## config.mk

```make
export PLATFORM = sky130hd
export DESIGN_NAME = utf8_stream_decoder_unit
export DESIGN_NICKNAME = d
export VERILOG_FILES = /design/src/hw/rtl/utf8d_pkg.sv /design/src/hw/rtl/utf8_stream_decoder_unit.sv /design/src/hw/rtl/utf8d_decode.sv /design/src/hw/rtl/utf8d_outq.sv
export SDC_FILE = /design/constraint.sdc
export NUM_CORES = 1
export LEC_CHECK = 0
export ABC_CLOCK_PERIOD_IN_PS = 13790
export BUFFER_PORTS_ARGS = -buffer_cell sky130_fd_sc_hd__buf_2
export CAP_MARGIN = 20
export CORE_ASPECT_RATIO = 2
export CORE_MARGIN = 2
export CORE_UTILIZATION = 41
export DETAILED_ROUTE_END_ITERATION = 10
export PLACE_DENSITY = 0.68
export SKIP_LAST_GASP = 1
export SYNTH_ARGS = -nofsm -noshare
export SYNTH_HDL_FRONTEND = slang
export SYNTH_SLANG_ARGS = --single-unit
```

## constraint.sdc

```tcl
create_clock -name aclk -period 13.79 [get_ports aclk]
set_clock_uncertainty 0.15 [all_clocks]
set_input_delay 2.0685 -clock aclk [delete_from_list [all_inputs] [get_ports aclk]]
set_output_delay 2.0685 -clock aclk [all_outputs]
set_load 0.005 [all_outputs]
```

## src/hw/rtl/utf8d_pkg.sv

```systemverilog
// package: shared types, constants and the lead byte classifier for the utf-8 decoder
`timescale 1ns / 1ps
`default_nettype none
package utf8d_pkg;

    localparam int CP_WIDTH    = 21;
    localparam int IDX_OUT_W   = 32;
    localparam int INDEX_WIDTH = 32;
    localparam int CFG_IDX_W   = 1;

    // configuration register indexes
    localparam logic [CFG_IDX_W-1:0] REG_REPLACEMENT = 1'b0;
    localparam logic [CFG_IDX_W-1:0] REG_TARGET      = 1'b1;

    localparam logic [CP_WIDTH-1:0] REPLACEMENT_RESET = 21'h00FFFD;
    localparam logic [CP_WIDTH-1:0] TARGET_RESET      = 21'h000000;

    // one result item
    typedef struct packed {
        logic [CP_WIDTH-1:0]  code_point;
        logic                 malformed;
        logic                 matches_target;
        logic [IDX_OUT_W-1:0] point_index;
        logic                 last_of_run;
        logic                 text_done;
    } result_t;

    // up to two results caused by one input item
    typedef struct packed {
        logic [1:0] count;
        result_t    r0;
        result_t    r1;
    } push_t;

    // outcome of taking a byte as a lead byte
    typedef struct packed {
        logic                emit;
        logic                bad;
        logic [CP_WIDTH-1:0] cp;
        logic [1:0]          trails;
        logic [CP_WIDTH-1:0] partial;
        logic                set_partial;
    } lead_t;

    function automatic lead_t classify_lead(input logic [7:0] b,
                                            input logic [CP_WIDTH-1:0] repl);
        lead_t l;
        l = '0;
        if (b[7] == 1'b0) begin
            l.emit = 1'b1;
            l.cp   = CP_WIDTH'(b);
        end else if ((b & 8'hE0) == 8'hC0) begin
            l.trails      = 2'd1;
            l.partial     = CP_WIDTH'(b & 8'h1F);
            l.set_partial = 1'b1;
        end else if ((b & 8'hF0) == 8'hE0) begin
            l.trails      = 2'd2;
            l.partial     = CP_WIDTH'(b & 8'h0F);
            l.set_partial = 1'b1;
        end else if ((b & 8'hF8) == 8'hF0) begin
            l.trails      = 2'd3;
            l.partial     = CP_WIDTH'(b & 8'h07);
            l.set_partial = 1'b1;
        end else begin
            l.emit = 1'b1;
            l.bad  = 1'b1;
            l.cp   = repl;
        end
        return l;
    endfunction

endpackage
`default_nettype wire

```

## src/hw/rtl/utf8_stream_decoder_unit.sv

```systemverilog
// top level: streaming utf-8 decoder with configuration registers
//
// The input channel (s_valid/s_ready) takes one text byte per item with an
// end-of-text flag. The result channel (m_valid/m_ready) gives one decoded
// code point per item, with a malformed flag, a target match flag, a running
// code point index within the text, and last-of-run / text-done markers.
// A byte yields zero, one or two results: a multibyte lead or a middle trail
// yields none before end of text; an interrupted sequence yields the
// replacement, then the new byte's own result if it gives one.
// Path: a byte is registered at the input and decoded into a two-entry
// result queue; the byte waits in the input register until there is room.
// Throughput: one byte per cycle while each byte gives at most one result
// and the receiver keeps up; a byte that gives two results waits for the
// queue to empty and the byte after it waits for room. Room is counted
// before the same-cycle pop.
// Configuration (cfg_wr_en/cfg_index/cfg_wdata) is written by the user only
// while idle; the block does not enforce it. Index 0 is the replacement
// value, index 1 the search target. Reset clears the sequence state, index
// counter, input register and result queue and restores register defaults.
// On a receiver stall the queue fills and s_ready drops once no room is left.
`timescale 1ns / 1ps
`default_nettype none
module utf8_stream_decoder_unit (
    input  wire logic                            aclk,
    input  wire logic                            aresetn,
    input  wire logic                            s_valid,
    output logic                                 s_ready,
    input  wire logic [7:0]                      s_in_byte,
    input  wire logic                            s_end_of_text,
    output logic                                 m_valid,
    input  wire logic                            m_ready,
    output logic [utf8d_pkg::CP_WIDTH-1:0]       m_code_point,
    output logic                                 m_malformed,
    output logic                                 m_matches_target,
    output logic [utf8d_pkg::IDX_OUT_W-1:0]      m_point_index,
    output logic                                 m_last_of_run,
    output logic                                 m_text_done,
    input  wire logic                            cfg_wr_en,
    input  wire logic [utf8d_pkg::CFG_IDX_W-1:0] cfg_index,
    input  wire logic [utf8d_pkg::CP_WIDTH-1:0]  cfg_wdata
);
    import utf8d_pkg::*;

    logic [CP_WIDTH-1:0] replacement_reg;
    logic [CP_WIDTH-1:0] target_reg;
    push_t               push;
    logic [1:0]          q_free;
    result_t             head;

    // configuration registers
    always_ff @(posedge aclk) begin
        if (!aresetn) begin
            replacement_reg <= REPLACEMENT_RESET;
            target_reg      <= TARGET_RESET;
        end else if (cfg_wr_en) begin
            unique case (cfg_index)
                REG_REPLACEMENT: replacement_reg <= cfg_wdata;
                REG_TARGET:      target_reg      <= cfg_wdata;
                default: ;
            endcase
        end
    end

    // byte decode
    utf8d_decode u_decode (
        .aclk              (aclk),
        .aresetn           (aresetn),
        .s_valid           (s_valid),
        .s_ready           (s_ready),
        .s_in_byte         (s_in_byte),
        .s_end_of_text     (s_end_of_text),
        .replacement_value (replacement_reg),
        .target_codepoint  (target_reg),
        .q_free            (q_free),
        .push              (push)
    );

    // result queue
    utf8d_outq u_outq (
        .aclk    (aclk),
        .aresetn (aresetn),
        .push    (push),
        .q_free  (q_free),
        .m_valid (m_valid),
        .m_ready (m_ready),
        .head    (head)
    );

    // result fields
    assign m_code_point     = head.code_point;
    assign m_malformed      = head.malformed;
    assign m_matches_target = head.matches_target;
    assign m_point_index    = head.point_index;
    assign m_last_of_run    = head.last_of_run;
    assign m_text_done      = head.text_done;

endmodule
`default_nettype wire

```

## src/hw/rtl/utf8d_decode.sv

```systemverilog
// input register, sequence state and per-byte decode into up to two results
`timescale 1ns / 1ps
`default_nettype none
module utf8d_decode (
    input  wire logic                          aclk,
    input  wire logic                          aresetn,
    input  wire logic                          s_valid,
    output logic                               s_ready,
    input  wire logic [7:0]                    s_in_byte,
    input  wire logic                          s_end_of_text,
    input  wire logic [utf8d_pkg::CP_WIDTH-1:0] replacement_value,
    input  wire logic [utf8d_pkg::CP_WIDTH-1:0] target_codepoint,
    input  wire logic [1:0]                    q_free,
    output utf8d_pkg::push_t                   push
);
    import utf8d_pkg::*;

    logic                   in_valid_reg;
    logic [7:0]             byte_reg;
    logic                   eot_reg;
    logic [CP_WIDTH-1:0]    partial_reg, partial_next;
    logic [1:0]             trails_reg, trails_next;
    logic [INDEX_WIDTH-1:0] counter_reg, counter_next;

    logic                   consume;
    logic                   is_trail;
    logic [CP_WIDTH-1:0]    shifted;
    logic [1:0]             trails_dec;
    lead_t                  lead;

    // candidate result slots: interrupt, main, truncation
    logic                   a_v, b_v, c_v;
    logic                   b_bad;
    logic [CP_WIDTH-1:0]    b_cp;
    logic [1:0]             seq_trails;
    logic [CP_WIDTH-1:0]    seq_partial;
    logic [1:0]             n;
    logic [CP_WIDTH-1:0]    cp0, cp1;
    logic                   bad0, bad1;

    assign is_trail   = (byte_reg[7:6] == 2'b10);
    assign shifted    = {partial_reg[CP_WIDTH-7:0], byte_reg[5:0]};
    assign trails_dec = trails_reg - 2'd1;
    assign lead       = classify_lead(byte_reg, replacement_value);

    // decode one byte against the current sequence state
    always_comb begin
        a_v         = 1'b0;
        b_v         = 1'b0;
        b_bad       = 1'b0;
        b_cp        = shifted;
        seq_trails  = trails_reg;
        seq_partial = partial_reg;
        if (trails_reg != 2'd0 && is_trail) begin
            seq_trails  = trails_dec;
            seq_partial = shifted;
            b_v         = (trails_dec == 2'd0);
        end else begin
            a_v         = (trails_reg != 2'd0);
            b_v         = lead.emit;
            b_bad       = lead.bad;
            b_cp        = lead.cp;
            seq_trails  = lead.trails;
            if (lead.set_partial) begin
                seq_partial = lead.partial;
            end
        end
        c_v = eot_reg && (seq_trails != 2'd0);
    end

    // pack valid slots to the front
    always_comb begin
        n    = 2'({1'b0, a_v} + {1'b0, b_v} + {1'b0, c_v});
        cp0  = replacement_value;
        bad0 = 1'b1;
        cp1  = replacement_value;
        bad1 = 1'b1;
        if (a_v) begin
            if (b_v) begin
                cp1  = b_cp;
                bad1 = b_bad;
            end
        end else if (b_v) begin
            cp0  = b_cp;
            bad0 = b_bad;
        end
    end

    assign consume = in_valid_reg && (n <= q_free);
    assign s_ready = !in_valid_reg || consume;

    // result items handed to the queue
    always_comb begin
        push.count             = consume ? n : 2'd0;
        push.r0.code_point     = cp0;
        push.r0.malformed      = bad0;
        push.r0.matches_target = (cp0 == target_codepoint);
        push.r0.point_index    = IDX_OUT_W'(counter_reg);
        push.r0.last_of_run    = (n == 2'd1);
        push.r0.text_done      = (n == 2'd1) && eot_reg;
        push.r1.code_point     = cp1;
        push.r1.malformed      = bad1;
        push.r1.matches_target = (cp1 == target_codepoint);
        push.r1.point_index    = IDX_OUT_W'(counter_reg + INDEX_WIDTH'(1));
        push.r1.last_of_run    = 1'b1;
        push.r1.text_done      = eot_reg;
    end

    // next sequence state, cleared at end of text
    always_comb begin
        if (eot_reg) begin
            trails_next  = 2'd0;
            partial_next = '0;
            counter_next = '0;
        end else begin
            trails_next  = seq_trails;
            partial_next = seq_partial;
            counter_next = counter_reg + INDEX_WIDTH'(n);
        end
    end

    // input register
    always_ff @(posedge aclk) begin
        if (!aresetn) begin
            in_valid_reg <= 1'b0;
        end else if (s_ready) begin
            in_valid_reg <= s_valid;
        end
        if (s_ready && s_valid) begin
            byte_reg <= s_in_byte;
            eot_reg  <= s_end_of_text;
        end
    end

    // sequence state
    always_ff @(posedge aclk) begin
        if (!aresetn) begin
            trails_reg  <= 2'd0;
            partial_reg <= '0;
            counter_reg <= '0;
        end else if (consume) begin
            trails_reg  <= trails_next;
            partial_reg <= partial_next;
            counter_reg <= counter_next;
        end
    end

    // every byte that ends a text yields a result
    a_eot_result: assert property (@(posedge aclk) disable iff (!aresetn)
        consume && eot_reg |-> n != 2'd0)
        else $error("end of text byte produced no result");

    // state is back to zero after the end of a text
    a_eot_clear: assert property (@(posedge aclk) disable iff (!aresetn)
        consume && eot_reg |=> trails_reg == 2'd0 && counter_reg == '0)
        else $error("state not cleared after end of text");

    // a byte never causes more than two results
    a_max_two: assert property (@(posedge aclk) disable iff (!aresetn)
        in_valid_reg |-> !(a_v && b_v && c_v))
        else $error("three results from one byte");

endmodule
`default_nettype wire

```

## src/hw/rtl/utf8d_outq.sv

```systemverilog
// two-entry result queue, head entry drives the result channel
`timescale 1ns / 1ps
`default_nettype none
module utf8d_outq (
    input  wire logic             aclk,
    input  wire logic             aresetn,
    input  wire utf8d_pkg::push_t push,
    output logic [1:0]            q_free,
    output logic                  m_valid,
    input  wire logic             m_ready,
    output utf8d_pkg::result_t    head
);
    import utf8d_pkg::*;

    result_t    e0_reg, e0_next;
    result_t    e1_reg, e1_next;
    logic [1:0] count_reg, count_next;
    logic       pop;
    logic [1:0] keep;
    result_t    keep0;

    assign pop     = m_valid && m_ready;
    assign m_valid = (count_reg != 2'd0);
    assign q_free  = 2'd2 - count_reg;
    assign head    = e0_reg;

    // drop the head on a pop, then append new items behind what is kept
    always_comb begin
        keep       = count_reg - {1'b0, pop};
        keep0      = pop ? e1_reg : e0_reg;
        e0_next    = (keep != 2'd0) ? keep0 : push.r0;
        case (keep)
            2'd2:    e1_next = e1_reg;
            2'd1:    e1_next = push.r0;
            default: e1_next = push.r1;
        endcase
        count_next = keep + push.count;
    end

    always_ff @(posedge aclk) begin
        if (!aresetn) begin
            count_reg <= 2'd0;
        end else begin
            count_reg <= count_next;
        end
        e0_reg <= e0_next;
        e1_reg <= e1_next;
    end

    // occupancy stays within two entries
    a_no_overflow: assert property (@(posedge aclk) disable iff (!aresetn)
        count_reg != 2'd3)
        else $error("result queue overflow");

    // a pair of results only arrives into an empty queue
    a_pair_empty: assert property (@(posedge aclk) disable iff (!aresetn)
        push.count == 2'd2 |-> count_reg == 2'd0)
        else $error("pair pushed into occupied queue");

    // in a pair only the second item closes the run
    a_pair_last: assert property (@(posedge aclk) disable iff (!aresetn)
        push.count == 2'd2 |-> !push.r0.last_of_run && push.r1.last_of_run)
        else $error("last_of_run misplaced in pair");

endmodule
`default_nettype wire
```

Word level (Yosys, flattened, before mapping)

Index checks and enable logic that the tools add are counted.

Logic and storage cells: 88
Bits of input ports: 36
Register bits after elaboration: 217

Eq/ne operators: 10
$add $sub $neg: 8
Reductions and logical operators: 17
Bitwise operators: 1
Muxes and demuxes: 30
Order comparisons: 1

Operators by type and width:

| kind                                                            | number |
|---|---|
| 57-bit 2-to-1 mux                                               | 2 |
| 57-bit case mux with 2 select lines                             | 1 |
| 21-bit 2-to-1 mux                                               | 5 |
| 24-bit 2-to-1 mux                                               | 4 |
| 23-bit 2-to-1 mux                                               | 3 |
| 15-bit 2-to-1 mux                                               | 3 |
| 21-bit == test                                                  | 2 |
| 32-bit by 1-bit adder with 32-bit output, second input constant | 1 |
| 32-bit by 2-bit adder with 32-bit output                        | 1 |
| 32-bit 2-to-1 mux                                               | 1 |
| 1-bit 2-to-1 mux                                                | 8 |
| 2-bit nonzero test                                              | 4 |
| 1-bit logical AND                                               | 6 |
| 2-bit 2-to-1 mux                                                | 3 |
| 2-bit AND reduction                                             | 3 |
| 5-bit == test, second input constant                            | 1 |
| 2-bit by 1-bit == test with 1-bit output, second input constant | 2 |
| 2-bit == test, second input constant                            | 2 |
| 4-bit == test, second input constant                            | 1 |
| 3-bit == test, second input constant                            | 1 |
| 3-bit nonzero test                                              | 1 |
| 1-bit by 1-bit adder with 2-bit output                          | 1 |
| 2-bit by 1-bit adder with 2-bit output                          | 1 |
| 2-bit adder                                                     | 1 |
| 9 further kinds                                                 | 9 |

Depth between registers and ports, before layout

Gate-level depths: netlist of run 1.

Depth after elaboration: 13
Depth in mapped cells: 23
Gate-level depth less buffers: 18

Hierarchy

A second synthesis of run 1 with hierarchy kept.

Cell total of the unflattened synthesis: 1035
Area, all modules: 11474.8 um2

Modules (own cells, without submodules):

| module                   | times used | cells an instance | area an instance (um2) | sequential area each (um2) |
|---|---|---|---|---|
| utf8d_outq               | 1          | 263               | 5215.0                 | 3463.3 |
| utf8d_decode             | 1          | 591               | 4614.4                 | 1271.2 |
| utf8_stream_decoder_unit | 1          | 181               | 1645.3                 | 840.8 |

Worst setup path before layout of run 1

Ideal clock, no wire load.

Kind: reg-to-output
Start point: reg u_decode.trails_reg[0]
End point: out s_ready
Stages on the path, launching flop included: 18
Slack: 8.487 ns
Data required time: 11.571 ns
Data arrival time: 3.084 ns
Buffers on the path: 4
Cells stage by stage: dfxtp_1 > inv_1 > ha_1 > buf_6 > buf_2 > buf_2 > buf_1 > nor3_1 > a21o_1 > nand2_1 > nand2_1 > nand2_1 > fa_1 > inv_1 > ha_1 > nor2b_1 > a2bb2oi_1 > nand2_1

Cells in the longest elaborated chain, start to end: 9

RTL lines:

| item                                                                                                | RTL line                       | source |
|---|---|---|
| from (decl)                                                                                         | utf8d_decode.sv:22             | `logic [1:0] trails_reg, trails_next;` |
| from (signal assigned)                                                                              | utf8d_decode.sv:142            | `trails_reg <= trails_next;` |
| parallel branches: the longest is 5 deep, another holds 2-bit by 1-bit subtractor with 2-bit output | n/a                            |  |
| 2-bit by 1-bit adder with 2-bit output *                                                            | utf8d_decode.sv:73             | `n = 2'({1'b0, a_v} + {1'b0, b_v} + {1'b0, c_v});` |
| 2-bit less-or-equal comparator *                                                                    | utf8d_decode.sv:89             | `assign consume = in_valid_reg && (n <= q_free);` |
| 1-bit logical AND *                                                                                 | utf8d_decode.sv:89             |  |
| 1-bit logical OR *                                                                                  | utf8d_decode.sv:90             | `assign s_ready = !in_valid_reg \|\| consume;` |
| to (decl)                                                                                           | utf8_stream_decoder_unit.sv:27 | `output logic s_ready,` |

Every way passes the cells marked *.

Worst setup path in the final report of run 1

Start point: reg u_decode.trails_reg[1]
End point: out s_ready

Same word-level chain as after synthesis.

==> metrics.txt, run 1 <==
fin crit share around half; synthesized flop and latch total 217; asr flop ratio synth 0%; CP endpoint kind output port; port bufs 94; worst-case clock buffer depth 3; largest net degree at the start of global routing 80; # Max-Cap Violations 0; layout cells sized above 1 between 10% and 20%; Syn Std Cell Area 10900 um^2; Max-slew headroom 24.8%; Startpoint Class register; ANT nets after route 0; RSZ-0062 raised after global routing false; setup tns final 0 ns; initial antenna violation count 0; HP Class register to register; Core ar. 26300 um^2; CTS tree done; Fin. Hold Viols 0; syn_nets 1128; Final Max Tran Viols 0; HPWL after DPL approximately 20000 um; Die Y 235 um; Final min period between 6 and 7 ns; CP arrival between 4 and 5 ns; Final Setup Violations 0; initial core utilization approximately two fifths; R2R Setup Slk ~8.3 ns; worst-path maximum fanout 36; fin nets between 1000 and 1500; grt total ovfl 0; Worst VDD drop 92.6 uV; vias in the first global route approximately 7900; final core utilization around 47%; routed wire length 27600 um; Synth Flop Type edfxtp_1; Clock Sinks 217; I/O pins 95; cells on worst reg2reg path 15; worst hold margin 0.330 ns; CTS Hold Bufs 0; num rows 84; CTS H-tree lvls 1; clock latency on the worst-skew pair 0.51 ns; sequential area share after synthesis 51.1%; crit path capture s_ready; post-cts resize count 0; Avg Inst Size Synth just over 10 um^2; CTS buffer count 20; GRT Overall Usage 19.3%; synth unique cells 70; DIE AREA 28000 um^2; Die X 119 um; worst flop-to-flop path endpoint u_decode.partial_reg[7]; Post-CTS Setup Bufs 0; routed vias/inst 5.49; RR Startpoint u_decode.trails_reg[1]; clock root buffer clkbuf_16; Tightest Pin Transition roughly 1.1 ns; GPL Wtd Cong 0.928; Worst-path clk slew ~0.070 ns; n_diodes 0; static leakage 4.74 nW; crit path from u_decode.trails_reg[1]; starting DRC count in detailed routing 621; WL/cell 18.5 um; critical path data required time between 10 and 15 ns; first-pass GRT wire length approximately 42000 um; Gate Count Post-Synth approximately 1100; DR vias a little over 8000; PwrDens 170 nW/um^2; Yosys Warn Count 0; fmax between 0.1 and 0.15 GHz; DRC errors left 0; TritonRoute pass-1 iters 5; Crit Path Category register to output port; Post-synth EDFFs 123; Area Growth Syn to Fin 13.2%; status finished, final reports clean
==> per-stage QoR <==
stage	area, um^2	std cells	setup WS (ns)	total power [mW]
3_5_place_dp	11600	1452	7.60	1.50
4_1_cts	12400	1488	7.05	2.13
5_1_grt	12400	1488	6.65	2.21
6_report	12400	1488	7.02	2.10
3_3_place_gp	11600	1452	7.70	1.49
2_1_floorplan	10900	1080	8.49	1.29
==> per-layer routing <==
layer | global-route usage [%] | routed length, um | share of wire (%) | vias to the layer above
met5 | 0 | 0 | 0 | -
met4 | 11.1 | 1600 | 5.8 | 0
met3 | 1.99 | 946 | 3.4 | 76
met2 | 37.6 | 15100 | 55 | 223
met1 | 19.1 | 9870 | 36 | 3880
li1 | - | - | - | 3992
==> critical path: stages (launching register included) <==
cell and delay [ns]:
dfxtp_1 0.31, inv_1 0.09, ha_1 0.15, buf_4 0.37, clkinv_1 0.58, o221ai_1 0.56
nor2_1 0.12, fa_1 0.52, inv_1 0.12, ha_1 0.15, nor2b_1 0.14, a2bb2oi_1 0.56
nand2_1 0.19, buf_2 0.17
==> Yosys cell counts, types with 34 or more instances <==
master | number | area (um^2)
dfxtp_1 | 94 | 1880
nor2_1 | 65 | 244
xnor2_1 | 40 | 350
nand3_1 | 34 | 170
clkbuf_1 | 59 | 221
o21ai_0 | 52 | 260
a21boi_0 | 37 | 278
xor2_1 | 36 | 315
edfxtp_1 | 123 | 3690
nor2b_1 | 38 | 238
nand2_1 | 155 | 582
mux2_2 | 37 | 417
==> report_power, final <==
part,internal [mW],total [mW],switching [mW]
Sequential,0.899,0.960,0.0616
Clock,0.379,0.629,0.250
Combinational,0.191,0.513,0.322
==> cell usage in the layout (no fill, tap or decap), types with 6 or more instances in the layout <==
| cell type | count |
|---|---|
| a22o_1 | 15 |
| nor2b_1 | 38 |
| buf_2 | 94 |
| a221oi_1 | 7 |
| nand3_1 | 34 |
| a21boi_0 | 37 |
| mux2_2 | 37 |
| ha_1 | 10 |
| and4_1 | 6 |
| xnor2_1 | 40 |
| nor4_1 | 8 |
| or3_1 | 9 |
| inv_1 | 20 |
| a21oi_1 | 24 |
| buf_4 | 14 |
| nand2_1 | 153 |
| mux2i_1 | 15 |
| nor2_1 | 65 |
| dfxtp_1 | 94 |
| a22oi_1 | 17 |
| clkbuf_16 | 21 |
| and4b_1 | 9 |
| edfxtp_1 | 123 |
| nor3_1 | 20 |
| and2_1 | 11 |
| a31oi_1 | 15 |
| o21ai_0 | 51 |
| nand4_1 | 17 |
| xor2_1 | 36 |
==> how the worst min path moves through the flow <==
stage | from | to | depth (start not counted)
2_1_floorplan | target_reg[13] | target_reg[13] | 2
3_3_place_gp | target_reg[13] | target_reg[13] | 2
3_5_place_dp | target_reg[13] | target_reg[13] | 2
4_1_cts | target_reg[13] | target_reg[13] | 2
5_1_grt | target_reg[13] | target_reg[13] | 2
6_report | target_reg[13] | target_reg[13] | 2
==> final cells by class <==
cell class / instances / area (um^2)
clock buffers: 22 / 539
clock inverters: 14 / 209
fillers: 2529 / 13900
inverters: 21 / 78.8
multi-input cells: 762 / 4950
flip-flops and latches: 217 / 5580
well taps: 344 / 430
repair buffers: 108 / 576
==> cell families after synthesis <==
| logic type | after synthesis | synth area share [%] |
|---|---|---|
| DFF | 217 | 51.1 |
| and+or+nand+nor | 408 | 18.8 |
| buffers and inverters | 101 | 3.74 |
| adders and majority gates | 12 | 1.51 |
| AOI/OAI and AO/OA | 214 | 13.6 |
| muxes | 52 | 5.19 |
| xor gates and xnor gates | 76 | 6.10 |
(Power assumes the default switching activity.)
==> run 2, diff against run 1 <==
Settings changed: ABC_CLOCK_PERIOD_IN_PS 13790 to 6800.
Clock period 13.79 ns to 6.8 ns, I/O delays scaled along.
==> run 2 against run 1 <==
Sequential share of layout area grew 0.38 points. Design area shrank 0.84%. Sequential cell count is the same. Register-to-register slack lost 6.3 ns. Non-clock buffer count grew 3. Utilization shrank 0.40 points. Power grew 94%. Final cell count grew 0.27%. First-iteration DRC count shrank 8.9%. Worst setup slack lost 5.6 ns. Highest routed layer unchanged.
==> metrics.txt, run 2 (same netlist as run 1, synthesis figures left out) <==
RSZ-0062 raised after global routing false; ANT nets after route 0; Crit Path Category register to output port; fin nets approximately 1200; fin crit share between 70% and 80%; Fill cells 2541; cells on worst reg2reg path 15; Fin. Hold Viols 0; worst-case clock buffer depth 3; layout cells sized above 1 16.9%; fmax approximately 0.19 GHz; worst-path maximum fanout 14; Max-slew headroom between 30% and 40%; commonest non-fill, non-tap cell in the layout nand2_1; CP endpoint kind output port; num rows between 80 and 90; # Max-Cap Violations 0; PwrDens 333 nW/um^2; WHS Endpoint target_reg[13]; Die Y 235 um; CTS H-tree lvls 1; WL/cell about 19 um; CP arrival 4.17 ns; Core ar. 26300 um^2; worst flop-to-flop path endpoint u_outq.count_reg[1]; R2R Setup Slk 1.99 ns; largest net degree at the start of global routing 79; Final Setup Violations 0; Hold Path Origin target_reg[13]; DIE AREA 28000 um^2; Startpoint Class register; critical path data required time between 5 and 6 ns; area occupied by multi-input gates around 5000 um^2; clock latency on the worst-skew pair approximately 0.51 ns; routed vias/inst around 5.6; grt total ovfl 0; status finished, final reports clean; starting DRC count in detailed routing 566; TritonRoute pass-1 iters 5; I/O pins 95; setup tns final 0 ns; Worst VDD drop 292 uV; CTS tree done; CTS Hold Bufs 0; HPWL after DPL ~20000 um; GPL Wtd Cong ~0.92; CTS buffer count 20; initial antenna violation count 1; initial core utilization roughly 42%; GRT Overall Usage 19.8%; HP Class register to register; Post-CTS Setup Bufs 0; Area Growth Syn to Fin 12.2%; DRC errors left 0; vias in the first global route 8371; first-pass GRT wire length 44300 um; routed wire length ~28000 um; Worst-path clk slew 0.07 ns; hold depth 2; Die X around 120 um; Tightest Pin Transition 1.03 ns; port bufs 94; post-cts resize count 0; RR Startpoint u_decode.trails_reg[0]; static leakage 4.70 nW; clock root buffer clkbuf_16; Clock Sinks 217; worst hold margin 0.341 ns; Final min period around 5.3 ns; DR vias between 8000 and 9000; Final Max Tran Viols 0; final core utilization 46.6%; most frequent cells in the layout 153 x nand2_1, 123 x edfxtp_1, 94 x buf_2, 94 x dfxtp_1, 65 x nor2_1; Seq. cell area 5580 um^2
==> run 2: worst max-delay path by stage <==
stage / end / cells after the start / slack, ns / from
2_1_floorplan: u_outq.count_reg[1] / 23 / 2.30 / u_decode.trails_reg[0]
3_3_place_gp: s_ready / 10 / 2.12 / u_decode.byte_reg[7]
3_5_place_dp: s_ready / 11 / 2.05 / u_decode.trails_reg[1]
4_1_cts: s_ready / 11 / 1.47 / u_decode.trails_reg[1]
5_1_grt: s_ready / 10 / 1.11 / u_decode.trails_reg[0]
6_report: s_ready / 10 / 1.46 / u_decode.trails_reg[0]
==> run 2: through the flow <==
stage,power (mW),worst slack (ns),cells,cell area (um^2)
after global routing,4.30,1.11,1492,12300
after detailed placement,3.05,2.05,1455,11600
after CTS,4.14,1.47,1491,12200
after floorplan,2.61,2.30,1080,10900
after global placement,3.02,2.12,1455,11600
final,4.08,1.46,1492,12300
==> run 2: worst max-delay path, stage by stage, from the launching register on <==
cell       delay (ns)
dfxtp_1          0.39
ha_1             0.42
nor4bb_1         0.87
nor2_1           0.13
fa_1             0.50
inv_1            0.12
ha_1             0.15
nor2b_1          0.14
a2bb2oi_1        0.63
nand2_1          0.16
buf_2            0.17
==> run 2: power by group <==
| part | switching, mW | internal (mW) | total [mW] |
|---|---|---|---|
| Clock | 0.485 | 0.604 | 1.09 |
| Combinational | 0.656 | 0.393 | 1.05 |
| Sequential | 0.123 | 1.82 | 1.95 |
| Total | 1.26 | 2.82 | 4.08 |
==> run 2: layer usage <==
layer / vias to the layer above / part of all wire, % / global-route usage [%]
li1: 4004 / - / -
met1: 3964 / 35 / 20.1
met2: 251 / 55 / 37.3
met3: 98 / 3.4 / 2.23
met4: 0 / 6.6 / 12.8
met5: - / 0 / 0
==> run 2: area by class of cell <==
cell class,count,share of cell area (%)
clock buffer,25,4.41
inverter,21,0.643
timing repair buffer,111,4.88
multi-input combinational,762,40.4
clock inverter,11,0.643
sequential,217,45.5
antenna,1,0.0204
tap,344,3.51
==> run 3, diff against run 2 <==
Settings changed: ABC_CLOCK_PERIOD_IN_PS 6800 to 5360.
Clock period 6.8 ns to 5.36 ns, I/O delays scaled along.
==> run 3 against run 2 <==
Highest routed layer unchanged. Largest power group unchanged. First-iteration DRC count fell by 23%. Worst hold slack got worse by 0.019 ns. Critical path depth rose by 2. Largest cell class unchanged. Non-clock buffer count rose by 3. Clock power rose by 23%. Die area did not move.
==> metrics.txt, run 3 (same netlist as run 1, synthesis figures left out) <==
CP max-delay cell a2bb2oi_1; I/O pins 95; starting DRC count in detailed routing around 440; Tightest Pin Transition 1.13 ns; RSZ-0062 raised after global routing false; Max-slew headroom ~25%; CP Cell Sequence inv_1, ha_1, buf_4, nor4bb_1, nor2_1, fa_1, inv_1, ha_1, nor2b_1, a2bb2oi_1, nand2_1, buf_2; Final min period approximately 4.8 ns; pre-CTS WS ~0.75 ns; Worst VDD drop 229 uV; GPL Wtd Cong 0.962; n_diodes 0; Startpoint Class register; DRC errors left 0; CTS buffer count 20; GRT Overall Usage 19.9%; CP top delay family adder cells; Bufs and invs on worst path 4; worst setup margin 0.607 ns; static leakage about 4.7 nW; CP endpoint kind output port; Crit Path Category register to output port; largest net degree at the start of global routing between 70 and 80; Final Setup Violations 0; Fill cells between 2000 and 3000; layout cells sized above 1 between 10% and 20%; fin nets around 1200; CTS tree done; critical path data required time approximately 4.4 ns; initial antenna violation count 0; Die X roughly 120 um; Area Growth Syn to Fin 12.2%; post-cts resize count 0; initial core utilization approximately 42%; Die Y around 230 um; DR vias approximately 8200; Worst path max stage delay 0.52 ns; ANT nets after route 0; DIE AREA 28000 um^2; grt total ovfl 0; worst-case clock buffer depth 3; vias in the first global route 8133; WL/cell approximately 19 um; HPWL after DPL about 21000 um; routed vias/inst roughly 5.5; commonest non-fill, non-tap cell in the layout nand2_1; Post-CTS Setup Bufs 0; Core ar. 26300 um^2; setup tns final 0 ns; worst-path maximum fanout 33; fin crit share between 80 and 90%; TritonRoute pass-1 iters 5; CTS Hold Bufs 0; CTS H-tree lvls 1; final core utilization between 40% and 50%; num rows 84; Fin. Hold Viols 0; # Max-Cap Violations 0; fmax around 0.21 GHz; Final Max Tran Viols 0; clock latency on the worst-skew pair between 0.5 and 0.6 ns; clock root buffer clkbuf_16; Clock Sinks roughly 220; most frequent cells in the layout 153 x nand2_1, 123 x edfxtp_1, 94 x buf_2, 94 x dfxtp_1, 65 x nor2_1; routed wire length 28300 um; Worst-path clk slew 0.07 ns; CP arrival around 3.8 ns; port bufs 94; status finished, final reports clean; first-pass GRT wire length between 40000 and 50000 um; PwrDens about 420 nW/um^2; HP Class input pin to register
==> run 3: metal layers <==
layer,share of wire [%],up-vias,GRT usage (%)
li1,-,3997,-
met3,3.5,73,2.33
met5,0,-,0
met2,56,222,39.7
met4,5.4,0,11.1
met1,35,3943,19.2
==> run 3: path summary, 6_finish.rpt <==
kind / startpoint / to / slack (ns) / cells after the start
max: u_decode.trails_reg[0] / s_ready / 0.61 / 12
min: s_in_byte[2] / u_decode.byte_reg[2] / 0.32 / 1
max reg2reg: u_decode.trails_reg[0] / u_decode.partial_reg[5] / 0.72 / 14
min reg2reg: target_reg[13] / target_reg[13] / 0.35 / 2
==> run 3: layout make-up <==
| class | count | area (um^2) | share of cell area, % |
|---|---|---|---|
| Inverter | 21 | 78.8 | 0.644 |
| Multi-Input combinational cell | 762 | 4950 | 40.4 |
| Timing Repair Buffer | 114 | 621 | 5.07 |
| Sequential cell | 217 | 5580 | 45.5 |
| Clock inverter | 11 | 56.3 | 0.460 |
| Clock buffer | 25 | 541 | 4.41 |
| Tap cell | 344 | 430 | 3.51 |
==> run 3: report_power, final <==
group	total (mW)	switching (mW)	leakage [nW]	internal [mW]
Combinational	1.35	0.853	2.34	0.502
Clock	1.34	0.622	0.294	0.719
Sequential	2.46	0.149	2.06	2.31
Total	5.16	1.62	4.70	3.53
==> run 3: metrics by stage <==
| stage | instances | hold slack (ns) | power (mW) | instance area, um^2 |
|---|---|---|---|---|
| 3_3_place_gp | 1458 | 0.321 | 3.85 | 11700 |
| 4_1_cts | 1494 | 0.307 | 5.22 | 12200 |
| 2_1_floorplan | 1080 | 0.306 | 3.32 | 10900 |
| 3_5_place_dp | 1458 | 0.340 | 3.87 | 11700 |
| 6_report | 1494 | 0.322 | 5.16 | 12200 |
| 5_1_grt | 1494 | 0.305 | 5.42 | 12200 |
